<file path="src/assert_macros.svh">
// Assertion macros shared by the sequencer RTL.
// Expects signals named clk and arst_n in the including module.
`ifndef ASSERT_MACROS_SVH
`define ASSERT_MACROS_SVH

// Property that must hold at every clock edge out of reset
`define ASSERT_CLK(lbl, prop, msg) \
	lbl: assert property (@(posedge clk) disable iff (!arst_n) (prop)) else $error(msg);

// Same-cycle implication
`define ASSERT_IMPL(lbl, ante, cons, msg) \
	lbl: assert property (@(posedge clk) disable iff (!arst_n) (ante) |-> (cons)) \
		else $error(msg);

// Next-cycle implication
`define ASSERT_NEXT(lbl, ante, cons, msg) \
	lbl: assert property (@(posedge clk) disable iff (!arst_n) (ante) |=> (cons)) \
		else $error(msg);

`endif

</file>
<file path="src/wcs_pkg.sv">
// Types, constants and helper functions of the wash cycle sequencer.
// No dependencies; used by the channel interfaces and all modules.
`timescale 1ns / 1ps

package wcs_pkg;

	// Program stages as shown on the stage output
	typedef enum logic [3:0] {
		ST_IDLE   = 4'd0,
		ST_FILL1  = 4'd1,
		ST_HEAT1  = 4'd2,
		ST_WASH   = 4'd3,
		ST_DRAIN1 = 4'd4,
		ST_FILL2  = 4'd5,
		ST_HEAT2  = 4'd6,
		ST_RINSE  = 4'd7,
		ST_DRAIN2 = 4'd8,
		ST_SPIN   = 4'd9,
		ST_DRAIN3 = 4'd10,
		ST_FINISH = 4'd11,
		ST_OFF    = 4'd12
	} stage_t;

	// Configuration register indexes
	typedef enum logic [2:0] {
		REG_TOTAL_SECONDS = 3'd0,
		REG_TEMP_SETPOINT = 3'd1,
		REG_SPIN_LEVEL    = 3'd2,
		REG_LEVEL_FULL    = 3'd3,
		REG_LEVEL_EMPTY   = 3'd4
	} cfg_index_t;

	localparam logic [6:0]  CMP_STOP       = 7'd90;
	localparam logic [6:0]  CMP_WASH       = 7'd36;
	localparam logic [6:0]  CMP_RINSE      = 7'd25;
	localparam logic [6:0]  CMP_SPIN_END   = 7'd0;
	localparam logic [7:0]  REVERSE_PERIOD = 8'd3;
	localparam logic [11:0] LEVEL_FULL_RST  = 12'd2000;
	localparam logic [11:0] LEVEL_EMPTY_RST = 12'd100;
	// 205/1024 approximates 1/5 exactly for dividends below 1024
	localparam logic [7:0]  DIV5_RECIP     = 8'd205;

	typedef struct packed {
		logic               start_req;
		logic        [11:0] water_level;
		logic signed [11:0] water_temp_tenths;
	} tick_word_t;

	typedef struct packed {
		logic [3:0] stage;
		logic [7:0] seconds_left;
		logic       motor_forward;
		logic       motor_reverse;
		logic [6:0] motor_compare;
		logic       heater_on;
		logic       pump_on;
		logic       power_off;
		logic       beep;
	} result_word_t;

	typedef struct packed {
		logic [7:0]  total_seconds;
		logic [6:0]  temp_setpoint;
		logic [2:0]  spin_level;
		logic [11:0] level_full;
		logic [11:0] level_empty;
	} cfg_t;

	localparam cfg_t CFG_RESET = '{
		total_seconds: 8'd0,
		temp_setpoint: 7'd0,
		spin_level:    3'd0,
		level_full:    LEVEL_FULL_RST,
		level_empty:   LEVEL_EMPTY_RST
	};

	typedef struct packed {
		stage_t     stage;
		logic [7:0] secs_left;
		logic [7:0] wash_len;
		logic [7:0] rinse_len;
		logic [7:0] spin_left;
		logic [7:0] phase_count;
		logic [7:0] pause_at;
		logic       reverse_dir;
		logic       motor_forward;
		logic       motor_reverse;
		logic [6:0] motor_compare;
		logic       heater_on;
		logic       pump_on;
	} seq_state_t;

	localparam seq_state_t SEQ_RESET = '{
		stage:         ST_IDLE,
		secs_left:     8'd0,
		wash_len:      8'd0,
		rinse_len:     8'd0,
		spin_left:     8'd0,
		phase_count:   8'd0,
		pause_at:      REVERSE_PERIOD,
		reverse_dir:   1'b0,
		motor_forward: 1'b0,
		motor_reverse: 1'b0,
		motor_compare: CMP_STOP,
		heater_on:     1'b0,
		pump_on:       1'b0
	};

	// Spin duty per speed level; unused levels stop the drum
	function automatic logic [6:0] spin_compare(input logic [2:0] level);
		logic [6:0] cmp;
		case (level)
			3'd0: cmp = 7'd90;
			3'd1: cmp = 7'd16;
			3'd2: cmp = 7'd12;
			3'd3: cmp = 7'd8;
			3'd4: cmp = 7'd4;
			3'd5: cmp = 7'd0;
			default: cmp = CMP_STOP;
		endcase
		return cmp;
	endfunction

endpackage

</file>
<file path="src/wcs_channels.sv">
// Valid/ready channel interfaces of the wash cycle sequencer.
// Depends on wcs_pkg for the payload types.
`timescale 1ns / 1ps

interface wcs_tick_if;
	logic                valid;
	logic                ready;
	wcs_pkg::tick_word_t data;
	modport source (output valid, output data, input ready);
	modport sink (input valid, input data, output ready);
endinterface

interface wcs_result_if;
	logic                  valid;
	logic                  ready;
	wcs_pkg::result_word_t data;
	modport source (output valid, output data, input ready);
	modport sink (input valid, input data, output ready);
endinterface

interface wcs_cfg_if;
	logic        valid;
	logic        ready;
	logic [2:0]  index;
	logic [11:0] wdata;
	modport source (output valid, output index, output wdata, input ready);
	modport sink (input valid, input index, input wdata, output ready);
endinterface

</file>
<file path="src/wcs_step.sv">
// Next-state logic of the sequencer for one tick word.
// Depends on wcs_pkg; purely combinational, registered by the top level.
`timescale 1ns / 1ps

module wcs_step (
	input  wcs_pkg::seq_state_t cur,
	input  wcs_pkg::cfg_t       cfg,
	input  wcs_pkg::tick_word_t word,
	output wcs_pkg::seq_state_t nxt
);
	import wcs_pkg::*;

	logic [9:0]         total_x3;
	logic [17:0]        split_prod;
	logic [7:0]         wash_split;
	logic [7:0]         rinse_split;
	logic [7:0]         spin_split;
	logic [10:0]        sp_x10;
	logic signed [12:0] temp_ext;
	logic               heat_done;
	logic [7:0]         secs_dec;
	logic [7:0]         spin_after;
	logic [7:0]         pc_inc;
	logic [7:0]         agit_len;
	logic [6:0]         agit_cmp;
	stage_t             agit_next;
	stage_t             drain_next;

	// Split total time: 3/5 wash, 3/10 rinse, rest spin
	assign total_x3    = {2'b00, cfg.total_seconds} + {1'b0, cfg.total_seconds, 1'b0};
	assign split_prod  = {8'b0, total_x3} * {10'b0, DIV5_RECIP};
	assign wash_split  = split_prod[17:10];
	assign rinse_split = {1'b0, split_prod[17:11]};
	assign spin_split  = cfg.total_seconds - wash_split - rinse_split;

	// Heat ends once the water is above the setpoint
	assign sp_x10    = {1'b0, cfg.temp_setpoint, 3'b000} + {3'b000, cfg.temp_setpoint, 1'b0};
	assign temp_ext  = {word.water_temp_tenths[11], word.water_temp_tenths};
	assign heat_done = temp_ext > $signed({2'b00, sp_x10});

	// Saturating second and spin counters
	assign secs_dec   = (cur.secs_left != 8'd0) ? cur.secs_left - 8'd1 : 8'd0;
	assign spin_after = (cur.spin_left != 8'd0) ? cur.spin_left - 8'd1 : 8'd0;

	// Agitation parameters for wash or rinse
	assign pc_inc    = cur.phase_count + 8'd1;
	assign agit_len  = (cur.stage == ST_WASH) ? cur.wash_len : cur.rinse_len;
	assign agit_cmp  = (cur.stage == ST_WASH) ? CMP_WASH : CMP_RINSE;
	assign agit_next = (cur.stage == ST_WASH) ? ST_DRAIN1 : ST_DRAIN2;

	always_comb begin
		case (cur.stage)
			ST_DRAIN1: drain_next = ST_FILL2;
			ST_DRAIN2: drain_next = ST_SPIN;
			default:   drain_next = ST_FINISH;
		endcase
	end

	always_comb begin
		nxt = cur;
		case (cur.stage)
			ST_IDLE: begin
				if (word.start_req) begin
					nxt.wash_len  = wash_split;
					nxt.rinse_len = rinse_split;
					nxt.spin_left = spin_split;
					nxt.secs_left = cfg.total_seconds;
					nxt.stage     = ST_FILL1;
				end
			end
			ST_FILL1: begin
				if (word.water_level > cfg.level_full) nxt.stage = ST_HEAT1;
			end
			ST_FILL2: begin
				if (word.water_level > cfg.level_full) nxt.stage = ST_HEAT2;
			end
			ST_HEAT1, ST_HEAT2: begin
				if (!heat_done) begin
					nxt.heater_on = 1'b1;
				end else begin
					nxt.heater_on   = 1'b0;
					nxt.stage       = (cur.stage == ST_HEAT1) ? ST_WASH : ST_RINSE;
					nxt.phase_count = 8'd0;
					nxt.pause_at    = REVERSE_PERIOD;
					nxt.reverse_dir = 1'b0;
				end
			end
			ST_WASH, ST_RINSE: begin
				if (agit_len == 8'd0) begin
					// Empty phase: stop and move on without taking a second
					nxt.motor_forward = 1'b0;
					nxt.motor_reverse = 1'b0;
					nxt.motor_compare = CMP_STOP;
					nxt.stage         = agit_next;
				end else begin
					nxt.phase_count = pc_inc;
					if (pc_inc == agit_len) begin
						nxt.motor_forward = 1'b0;
						nxt.motor_reverse = 1'b0;
						nxt.motor_compare = CMP_STOP;
						nxt.stage         = agit_next;
					end else if (pc_inc < cur.pause_at) begin
						nxt.motor_forward = !cur.reverse_dir;
						nxt.motor_reverse = cur.reverse_dir;
						nxt.motor_compare = agit_cmp;
					end else if (pc_inc == cur.pause_at) begin
						// Pause one second, then reverse
						nxt.motor_forward = 1'b0;
						nxt.motor_reverse = 1'b0;
						nxt.motor_compare = CMP_STOP;
						nxt.reverse_dir   = !cur.reverse_dir;
						nxt.pause_at      = pc_inc + REVERSE_PERIOD;
					end
					nxt.secs_left = secs_dec;
				end
			end
			ST_DRAIN1, ST_DRAIN2, ST_DRAIN3: begin
				// Pump hysteresis between the full and empty marks
				if (word.water_level > cfg.level_full) begin
					nxt.pump_on = 1'b1;
				end else if (word.water_level < cfg.level_empty) begin
					nxt.pump_on = 1'b0;
					nxt.stage   = drain_next;
				end
			end
			ST_SPIN: begin
				nxt.motor_forward = 1'b1;
				nxt.motor_reverse = 1'b0;
				nxt.motor_compare = spin_compare(cfg.spin_level);
				if (cur.spin_left != 8'd0) begin
					nxt.spin_left = spin_after;
					nxt.secs_left = secs_dec;
				end
				if (spin_after == 8'd0) begin
					nxt.motor_forward = 1'b0;
					nxt.motor_reverse = 1'b0;
					nxt.motor_compare = CMP_SPIN_END;
					nxt.stage         = ST_DRAIN3;
				end
			end
			ST_FINISH: nxt.stage = ST_OFF;
			ST_OFF: ;
			default: nxt.stage = ST_IDLE;
		endcase
	end

endmodule

</file>
<file path="src/wash_cycle_sequencer.sv">
// Top level of the wash cycle sequencer: config registers, state, output register.
// Depends on wcs_pkg, wcs_channels, wcs_step and assert_macros.svh.
//
//   channel  dir   word                          handshake
//   tick     in    start_req, level, temp        valid/ready
//   result   out   stage, seconds, actuators     valid/ready
//   cfg      in    index, wdata (5 registers)    valid/ready, always ready
//
// One tick word is taken per clock while the result is not stalled; its result is ready the next cycle.
// The state register and the result valid flag form a single stage, so a new
// tick is taken whenever the result register is empty or being taken.
// A stalled result holds and blocks only further ticks.
// Reset: idle stage, all actuators off, motor compare 90, level marks 2000/100.
`timescale 1ns / 1ps
`include "assert_macros.svh"

module wash_cycle_sequencer (
	input logic          clk,
	input logic          arst_n,
	wcs_tick_if.sink     tick,
	wcs_result_if.source result,
	wcs_cfg_if.sink      cfg
);
	import wcs_pkg::*;

	seq_state_t state_q;
	seq_state_t state_nxt;
	cfg_t       cfg_q;
	logic       out_valid_q;
	logic       accept;

	// Take a tick whenever the result slot frees up
	assign tick.ready = !out_valid_q || result.ready;
	assign accept     = tick.valid && tick.ready;
	assign cfg.ready  = 1'b1;

	wcs_step u_step (
		.cur  (state_q),
		.cfg  (cfg_q),
		.word (tick.data),
		.nxt  (state_nxt)
	);

	// Write configuration registers; ignore unknown indexes
	always_ff @(posedge clk or negedge arst_n) begin
		if (!arst_n) begin
			cfg_q <= CFG_RESET;
		end else if (cfg.valid) begin
			case (cfg.index)
				REG_TOTAL_SECONDS: cfg_q.total_seconds <= cfg.wdata[7:0];
				REG_TEMP_SETPOINT: cfg_q.temp_setpoint <= cfg.wdata[6:0];
				REG_SPIN_LEVEL:    cfg_q.spin_level    <= cfg.wdata[2:0];
				REG_LEVEL_FULL:    cfg_q.level_full    <= cfg.wdata;
				REG_LEVEL_EMPTY:   cfg_q.level_empty   <= cfg.wdata;
				default: ;
			endcase
		end
	end

	// Advance program state on each accepted tick
	always_ff @(posedge clk or negedge arst_n) begin
		if (!arst_n) begin
			state_q <= SEQ_RESET;
		end else if (accept) begin
			state_q <= state_nxt;
		end
	end

	// Hold result valid until taken
	always_ff @(posedge clk or negedge arst_n) begin
		if (!arst_n) begin
			out_valid_q <= 1'b0;
		end else if (accept) begin
			out_valid_q <= 1'b1;
		end else if (result.ready) begin
			out_valid_q <= 1'b0;
		end
	end

	// Result word comes straight from the updated state
	assign result.valid              = out_valid_q;
	assign result.data.stage         = state_q.stage;
	assign result.data.seconds_left  = state_q.secs_left;
	assign result.data.motor_forward = state_q.motor_forward;
	assign result.data.motor_reverse = state_q.motor_reverse;
	assign result.data.motor_compare = state_q.motor_compare;
	assign result.data.heater_on     = state_q.heater_on;
	assign result.data.pump_on       = state_q.pump_on;
	assign result.data.power_off     = (state_q.stage == ST_OFF);
	assign result.data.beep          = (state_q.stage == ST_OFF);

	// Checks on the sequencer's own state
	`ASSERT_CLK(a_motor_one_way, !(state_q.motor_forward && state_q.motor_reverse), "motor driven both ways")
	`ASSERT_IMPL(a_heater_in_heat, state_q.heater_on, (state_q.stage == ST_HEAT1) || (state_q.stage == ST_HEAT2), "heater on outside heat stage")
	`ASSERT_NEXT(a_secs_no_rise, accept && (state_q.stage != ST_IDLE), state_q.secs_left <= $past(state_q.secs_left), "seconds left rose mid program")
	`ASSERT_NEXT(a_off_holds, state_q.stage == ST_OFF, state_q.stage == ST_OFF, "left the off stage")

endmodule
</file>
<file path="src/flat_wrapper.sv">
// flat-port wrapper written by rule: the top's interface ports become plain ports
module wash_cycle_sequencer_flat import wcs_pkg::*;
  (clk, arst_n, tick_valid, tick_data, tick_ready, result_valid, result_data, result_ready, cfg_valid, cfg_index, cfg_wdata, cfg_ready);
  wcs_tick_if tick_i ();
  wcs_result_if result_i ();
  wcs_cfg_if cfg_i ();
  input logic clk;
  input logic arst_n;
  input wire logic [$bits(tick_i.valid)-1:0] tick_valid;
  input wire logic [$bits(tick_i.data)-1:0] tick_data;
  output wire logic [$bits(tick_i.ready)-1:0] tick_ready;
  output wire logic [$bits(result_i.valid)-1:0] result_valid;
  output wire logic [$bits(result_i.data)-1:0] result_data;
  input wire logic [$bits(result_i.ready)-1:0] result_ready;
  input wire logic [$bits(cfg_i.valid)-1:0] cfg_valid;
  input wire logic [$bits(cfg_i.index)-1:0] cfg_index;
  input wire logic [$bits(cfg_i.wdata)-1:0] cfg_wdata;
  output wire logic [$bits(cfg_i.ready)-1:0] cfg_ready;
  assign tick_i.valid = tick_valid;
  assign tick_i.data = tick_data;
  assign tick_ready = tick_i.ready;
  assign result_valid = result_i.valid;
  assign result_data = result_i.data;
  assign result_i.ready = result_ready;
  assign cfg_i.valid = cfg_valid;
  assign cfg_i.index = cfg_index;
  assign cfg_i.wdata = cfg_wdata;
  assign cfg_ready = cfg_i.ready;
  wash_cycle_sequencer u_core (.clk(clk), .arst_n(arst_n), .tick(tick_i), .result(result_i), .cfg(cfg_i));
endmodule
</file>
<file path="config.mk">
export PLATFORM = sky130hd
export DESIGN_NAME = wash_cycle_sequencer_flat
export DESIGN_NICKNAME = d
export VERILOG_FILES = /design/src/wcs_pkg.sv /design/src/wcs_channels.sv /design/src/wcs_step.sv /design/src/wash_cycle_sequencer.sv /design/src/flat_wrapper.sv
export VERILOG_INCLUDE_DIRS = /design/src /design/src/src
export SDC_FILE = /design/constraint.sdc
export NUM_CORES = 1
export LEC_CHECK = 0
export BUFFER_PORTS_ARGS = -buffer_cell sky130_fd_sc_hd__buf_2
export CAP_MARGIN = 10
export CORE_MARGIN = 3
export CORE_UTILIZATION = 58
export DETAILED_ROUTE_END_ITERATION = 12
export PLACE_DENSITY = 0.89
export SYNTH_ARGS = -nofsm -noshare
export SYNTH_HDL_FRONTEND = slang
export SYNTH_SLANG_ARGS = --single-unit
</file>
<file path="constraint.sdc">
create_clock -name clk -period 9.9 [get_ports clk]
set_input_delay 1.485 -clock clk [delete_from_list [all_inputs] [get_ports clk]]
set_output_delay 1.485 -clock clk [all_outputs]
set_load 0.1 [all_outputs]
</file>
==> results of run 1 <==
==> worst register-to-register path: cells and delay by family (launching register included) <==
family	cells	cell delay [ps]
and+or+nand+nor	9	1140
xor gates and xnor gates	3	770
DFF	1	480
buffers and inverters	3	160
AOI/OAI and AO/OA	10	2100
adders and majority gates	8	3340
==> cells in the mapped netlist, drive strengths merged, types with 3 or more instances <==
cell type,n
xor2,16
a211oi,5
o31ai,7
ha,117
inv,110
buf,30
and3,5
o21bai,3
a22oi,3
a21oi,39
dfstp,14
a211o,3
nor2b,14
a21o,15
nand2,66
mux2i,8
o22ai,8
or3,3
nand2b,14
or4,4
mux2,27
o21a,11
nand3b,5
nor2,47
nor3b,5
nand4,9
a22o,7
or2,5
nor4,5
clkbuf,11
fa,25
a31oi,6
xnor2,33
nand3,18
o21ai,75
nor3,15
dfrtp,84
==> through the flow <==
| stage | setup WS [ps] | hold WS [ps] |
|---|---|---|
| after detailed placement | 1920 | 479 |
| after floorplan | 2530 | 458 |
| after global routing | 1340 | 525 |
| after CTS | 1880 | 494 |
| after global placement | 2170 | 474 |
| final | 1850 | 490 |
==> worst paths after layout <==
path / from / endpoint / slack, ps / cells after the start
min in group asynchronous: arst_n / u_core.state_q[18] / 1110 / 1
worst max register to register: u_core.cfg_q[35] / u_core.state_q[35] / 1850 / 33
max in group asynchronous: arst_n / u_core.cfg_q[30] / 7680 / 2
worst min-delay path: u_core.result.data[12] / u_core.result.data[12] / 490 / 1
worst min register to register: u_core.result.data[12] / u_core.result.data[12] / 490 / 1
worst max-delay path: u_core.cfg_q[35] / u_core.state_q[35] / 1850 / 33
==> layer usage <==
| metal | track usage, % | vias up |
|---|---|---|
| met1 | 33.2 | 3277 |
| met2 | 41.6 | 211 |
| met3 | 3.66 | 33 |
| met4 | 7.76 | 0 |
| met5 | 0 | - |
| li1 | - | 3203 |
==> sequential cells by signal (all words and copies together) (netlist names) <==
signal               cells
u_core.cfg_q            42
u_core.result.data      22
u_core.result.valid      1
u_core.state_q          33
==> area by class of cell <==
type	count	area share [%]
clock buffer	9	2.48
clock inverter	7	0.841
sequential	98	27.2
timing repair buffer	74	4.19
tap	180	2.48
inverter	110	4.55
multi-input combinational	655	58.2
==> logic make-up after synthesis <==
kind of cell,Yosys count,synth area share (%)
AND/OR/NAND/NOR,221,13.2
AO/OA/AOI/OAI,203,15.2
buffers and inverters,151,7.99
adder cells (fa/ha/maj),142,23.4
flip-flops,98,29.4
XOR/XNOR,53,6.20
multiplexers,35,4.61
other,1,0.0446
==> impl_metrics.json, run 1 <==
{
  "status": "finished, final reports clean",
  "netlist.area_leader.share_pct": 25.0,
  "hold_violations": 0,
  "synth_top_area_cell": "dfrtp_1",
  "synth-seq-area-share_pct": 29.4,
  "numCtsBuffers": 9,
  "post_cts_buffers": 0,
  "grt_overflow": 0,
  "crit_family": "adder cells",
  "finalSetupTns_ps": 0,
  "finalCritPeriodShare_pct": 81.4,
  "synth.avg_cell_area_um2": 9.30,
  "grt_pass1_vias": 6728,
  "area_delta_synth_final_pct": 7.84,
  "stdcell_area_um2": 9070,
  "route.met2.wl_mm": 9.55,
  "crit_buf_inv": 3,
  "viasPerCell": 5.93,
  "ys_types": 71,
  "cap_violations": 0,
  "antenna_found_initial": 0,
  "synth-edff-count": 0,
  "grt_max_degree": 59,
  "vias": 6724,
  "die_w_um": 126,
  "top_layer": "met4",
  "clock_sinks": 98,
  "rsz0062_at_grt": "no",
  "finClkSkew_ps": 12.3,
  "ys_async_sr_fraction_pct": 100,
  "die_h_um": 126,
  "slew_violations": 0,
  "grt_pass1_wl_mm": 32.3,
  "yosysWarningCount": 0,
  "hold_path_class": "reg -> reg",
  "dr.pass1.iters": 5,
  "crit_path_end_kind": "register",
  "diodes": 0,
  "layout_commonest_cell": "ha_1",
  "start_kind": "register",
  "nets": 1135,
  "portBuffers": 71,
  "clockRootBuffer": "clkbuf_16",
  "layoutNonFillerInstCount": 1133,
  "max_freq_mhz": 124,
  "relSlewSlack_pct": 22.4,
  "setup_viol": 0,
  "multi_input_area_um2": 5280,
  "drive_gt1_share_pct": 15.2,
  "netlist_top_cells_area": "dfrtp_1 25%, ha_1 17%, fa_1 6.0%, inv_1 4.9%, o21ai_0 4.5%",
  "coreArea_um2": 14000,
  "initial_core_util_pct": 59.9,
  "pin_count": 73,
  "dp.cells": 1117,
  "cts_hold_buf": 0,
  "synth-main-ff-cell": "dfrtp_1",
  "drc": 0,
  "initialDrtViolationCount": 413,
  "met1_length_mm": 8.50,
  "track_usage_pct": 24.8,
  "clk_latency_ps": 360,
  "cts_tree": "yes",
  "htreeDepth": 3,
  "cts_buffer_depth": 2,
  "arrival_ps": 8350,
  "synthCells": 904,
  "wl_per_cell_um": 17.1,
  "required_ps": 10200,
  "synth_nets": 1091,
  "syn_area_um2": 8410,
  "most-common-layout-cells": "117 x ha_1, 110 x inv_1, 84 x dfrtp_1, 75 x o21ai_0, 70 x buf_2",
  "ys_ff_latch": 98,
  "critical_path_class": "reg -> reg",
  "path_max_fanout": 7,
  "fillerInstances": 1114,
  "dieArea_um2": 16000,
  "finalCriticalPeriod_ps": 8050,
  "place.gp.congestion": 0.929,
  "clk_pin_slew_ps": 80,
  "totalWireLength_mm": 19.4,
  "fin_util_pct": 64.6,
  "cts_resized": 0,
  "ant_nets": 0,
  "placed_cell_area_um2": 8770,
  "met3_length_um": 943,
  "seqCellArea_um2": 2470,
  "crit_slowest_cell": "fa_1",
  "rows": 43,
  "crit_path_max_incr_delay_ps": 550,
  "hpwl_mm": 15.0,
  "worstMarginPinSlew_ps": 1150
}
Power of run 1 is left out: the tool's default activity adds up to more than one toggle a clock period on the data nets, which glitch-free logic cannot reach.
==> run 2, diff against run 1 <==
- CORE_UTILIZATION: 58 -> 56
- PLACE_DENSITY: 0.89 -> 0.9
- clock period: 9.9 -> 6.5 ns (I/O delays scaled with it)
==> run 2 against run 1 <==
Net effect:
- wire length increased by 17%
- final cell count grew 7.1%
- core utilization rose by 4.5 points
- register-to-register slack lost 2500 ps
- critical endpoint unchanged
- critical path type unchanged
- global-route usage grew 1.6 points
- worst hold slack got worse by 2.0 ps
- die area grew 3.4%
- sequential cell count is the same
- maximum frequency rose by 13%
- non-clock buffer count is 77 higher
- worst setup slack lost 2500 ps
- the run now ends with negative setup slack left
==> impl_metrics.json, run 2 (synthesis results as in run 1) <==
{
  "cts_buffer_depth": 2,
  "crit_path_max_incr_delay_ps": 540,
  "r2r_slack_ps": -650,
  "ant_nets": 0,
  "track_usage_pct": 26.3,
  "die_w_um": 129,
  "max_freq_mhz": 140,
  "slew_violations": 0,
  "min_to": "u_core.result.data[12]",
  "crit_path_start": "u_core.cfg_q[36]",
  "cts_hold_buf": 0,
  "min-delay-start": "u_core.result.data[12]",
  "relSlewSlack_pct": 27.8,
  "nets": 1212,
  "initial_core_util_pct": 57.7,
  "viasPerCell": 5.94,
  "status": "finished with violations",
  "clk_pin_slew_ps": 70,
  "drc": 0,
  "holdWs_ps": 488,
  "numCtsBuffers": 9,
  "clock_sinks": 98,
  "start_kind": "register",
  "htreeDepth": 3,
  "rsz0062_at_grt": "yes",
  "die_h_um": 129,
  "initialDrtViolationCount": 608,
  "violations": "negative setup slack",
  "wl_per_cell_um": 18.7,
  "layoutNonFillerInstCount": 1214,
  "drive_gt1_share_pct": 27.8,
  "critical_path_class": "reg -> reg",
  "crit_path_end_kind": "register",
  "grt_max_degree": 69,
  "cts_tree": "yes",
  "path_max_fanout": 4,
  "cap_violations": 0,
  "arrival_ps": 7430,
  "finalSetupTns_ps": -1930,
  "largest_register_ffs": 42,
  "holdPathStages": 1,
  "stdcell_area_um2": 10100,
  "clockRootBuffer": "clkbuf_16",
  "worstMarginPinSlew_ps": 1070,
  "place.gp.congestion": 0.915,
  "required_ps": 6790,
  "dieArea_um2": 16500,
  "antenna_found_initial": 0,
  "coreArea_um2": 14600,
  "crit_top_cell": "fa_1",
  "hpwl_mm": 16.0,
  "dr.pass1.iters": 5,
  "most-common-layout-cells": "102 x inv_1, 102 x ha_1, 82 x dfrtp_1, 78 x buf_4, 70 x buf_2",
  "grt_pass1_vias": 7315,
  "area_delta_synth_final_pct": 19.8,
  "vias": 7214,
  "placed_cell_area_um2": 9410,
  "reg2reg_to": "u_core.state_q[35]",
  "setup_viol": 5,
  "grt_pass1_wl_mm": 34.9,
  "finalCriticalPeriod_ps": 7150,
  "clk_latency_ps": 360,
  "hold_path_class": "reg -> reg",
  "hold_violations": 0,
  "dp.cells": 1185,
  "finalCritPeriodShare_pct": 110,
  "pin_count": 73,
  "r2r_start": "u_core.cfg_q[36]",
  "top_register": "u_core.cfg_q",
  "worst-r2r-cell-count": 29,
  "crit_slowest_cell": "fa_1",
  "grt_overflow": 0,
  "rows": 44,
  "setup_ws_ps": -649,
  "diodes": 0,
  "finClkSkew_ps": 13.3,
  "totalWireLength_mm": 22.7,
  "portBuffers": 71
}
## run 2: how the worst max path moves through the flow
stage | end | slack [ps] | cells after the start
after floorplan | u_core.state_q[35] | -200 | 33
after global placement | u_core.state_q[35] | -310 | 33
after detailed placement | u_core.state_q[35] | -560 | 33
after CTS | u_core.state_q[34] | -370 | 36
after global routing | u_core.state_q[35] | -960 | 30
final | u_core.state_q[35] | -650 | 29
## run 2: layout make-up
type	instances	area, um2
clock inverter	7	95.1
sequential	98	2470
fill	983	4510
tap	184	230
timing repair buffer	151	970
inverter	110	413
clock buffer	9	225
multi-input combinational	655	5670
## run 2: per-layer routing
layer  routed length [um]  vias to the layer above  track usage [%]
met5                    0                        -                0
met4                 1010                        0             12.2
met3                 1370                       80             3.49
met2                11500                      342             46.8
met1                 8780                     3427             31.6
li1                     -                     3365                -
## run 2: critical path: cells and delay by family, from the launching register on
kind / cells / cell delay (ps)
xor+xnor: 3 / 800
simple gates: 6 / 910
compound gates: 8 / 1200
buf+inv: 4 / 440
fa+ha+maj: 8 / 3250
flops: 1 / 460
## run 2: timing repair
item | CTS | global route
setup endpoints to repair | 7 | 7
pin swaps | 25 | 21
resized for setup | 26 | 20
buffers inserted | 9 | 7
## run 2: stage by stage
stage | worst slack [ps] | util [%]
global placement | -307 | 64.5
finish | -649 | 69.1
global route | -958 | 69.1
detailed placement | -564 | 64.5
floorplan | -200 | -
CTS | -370 | 68.0
Power of run 2 is left out for the same reason.
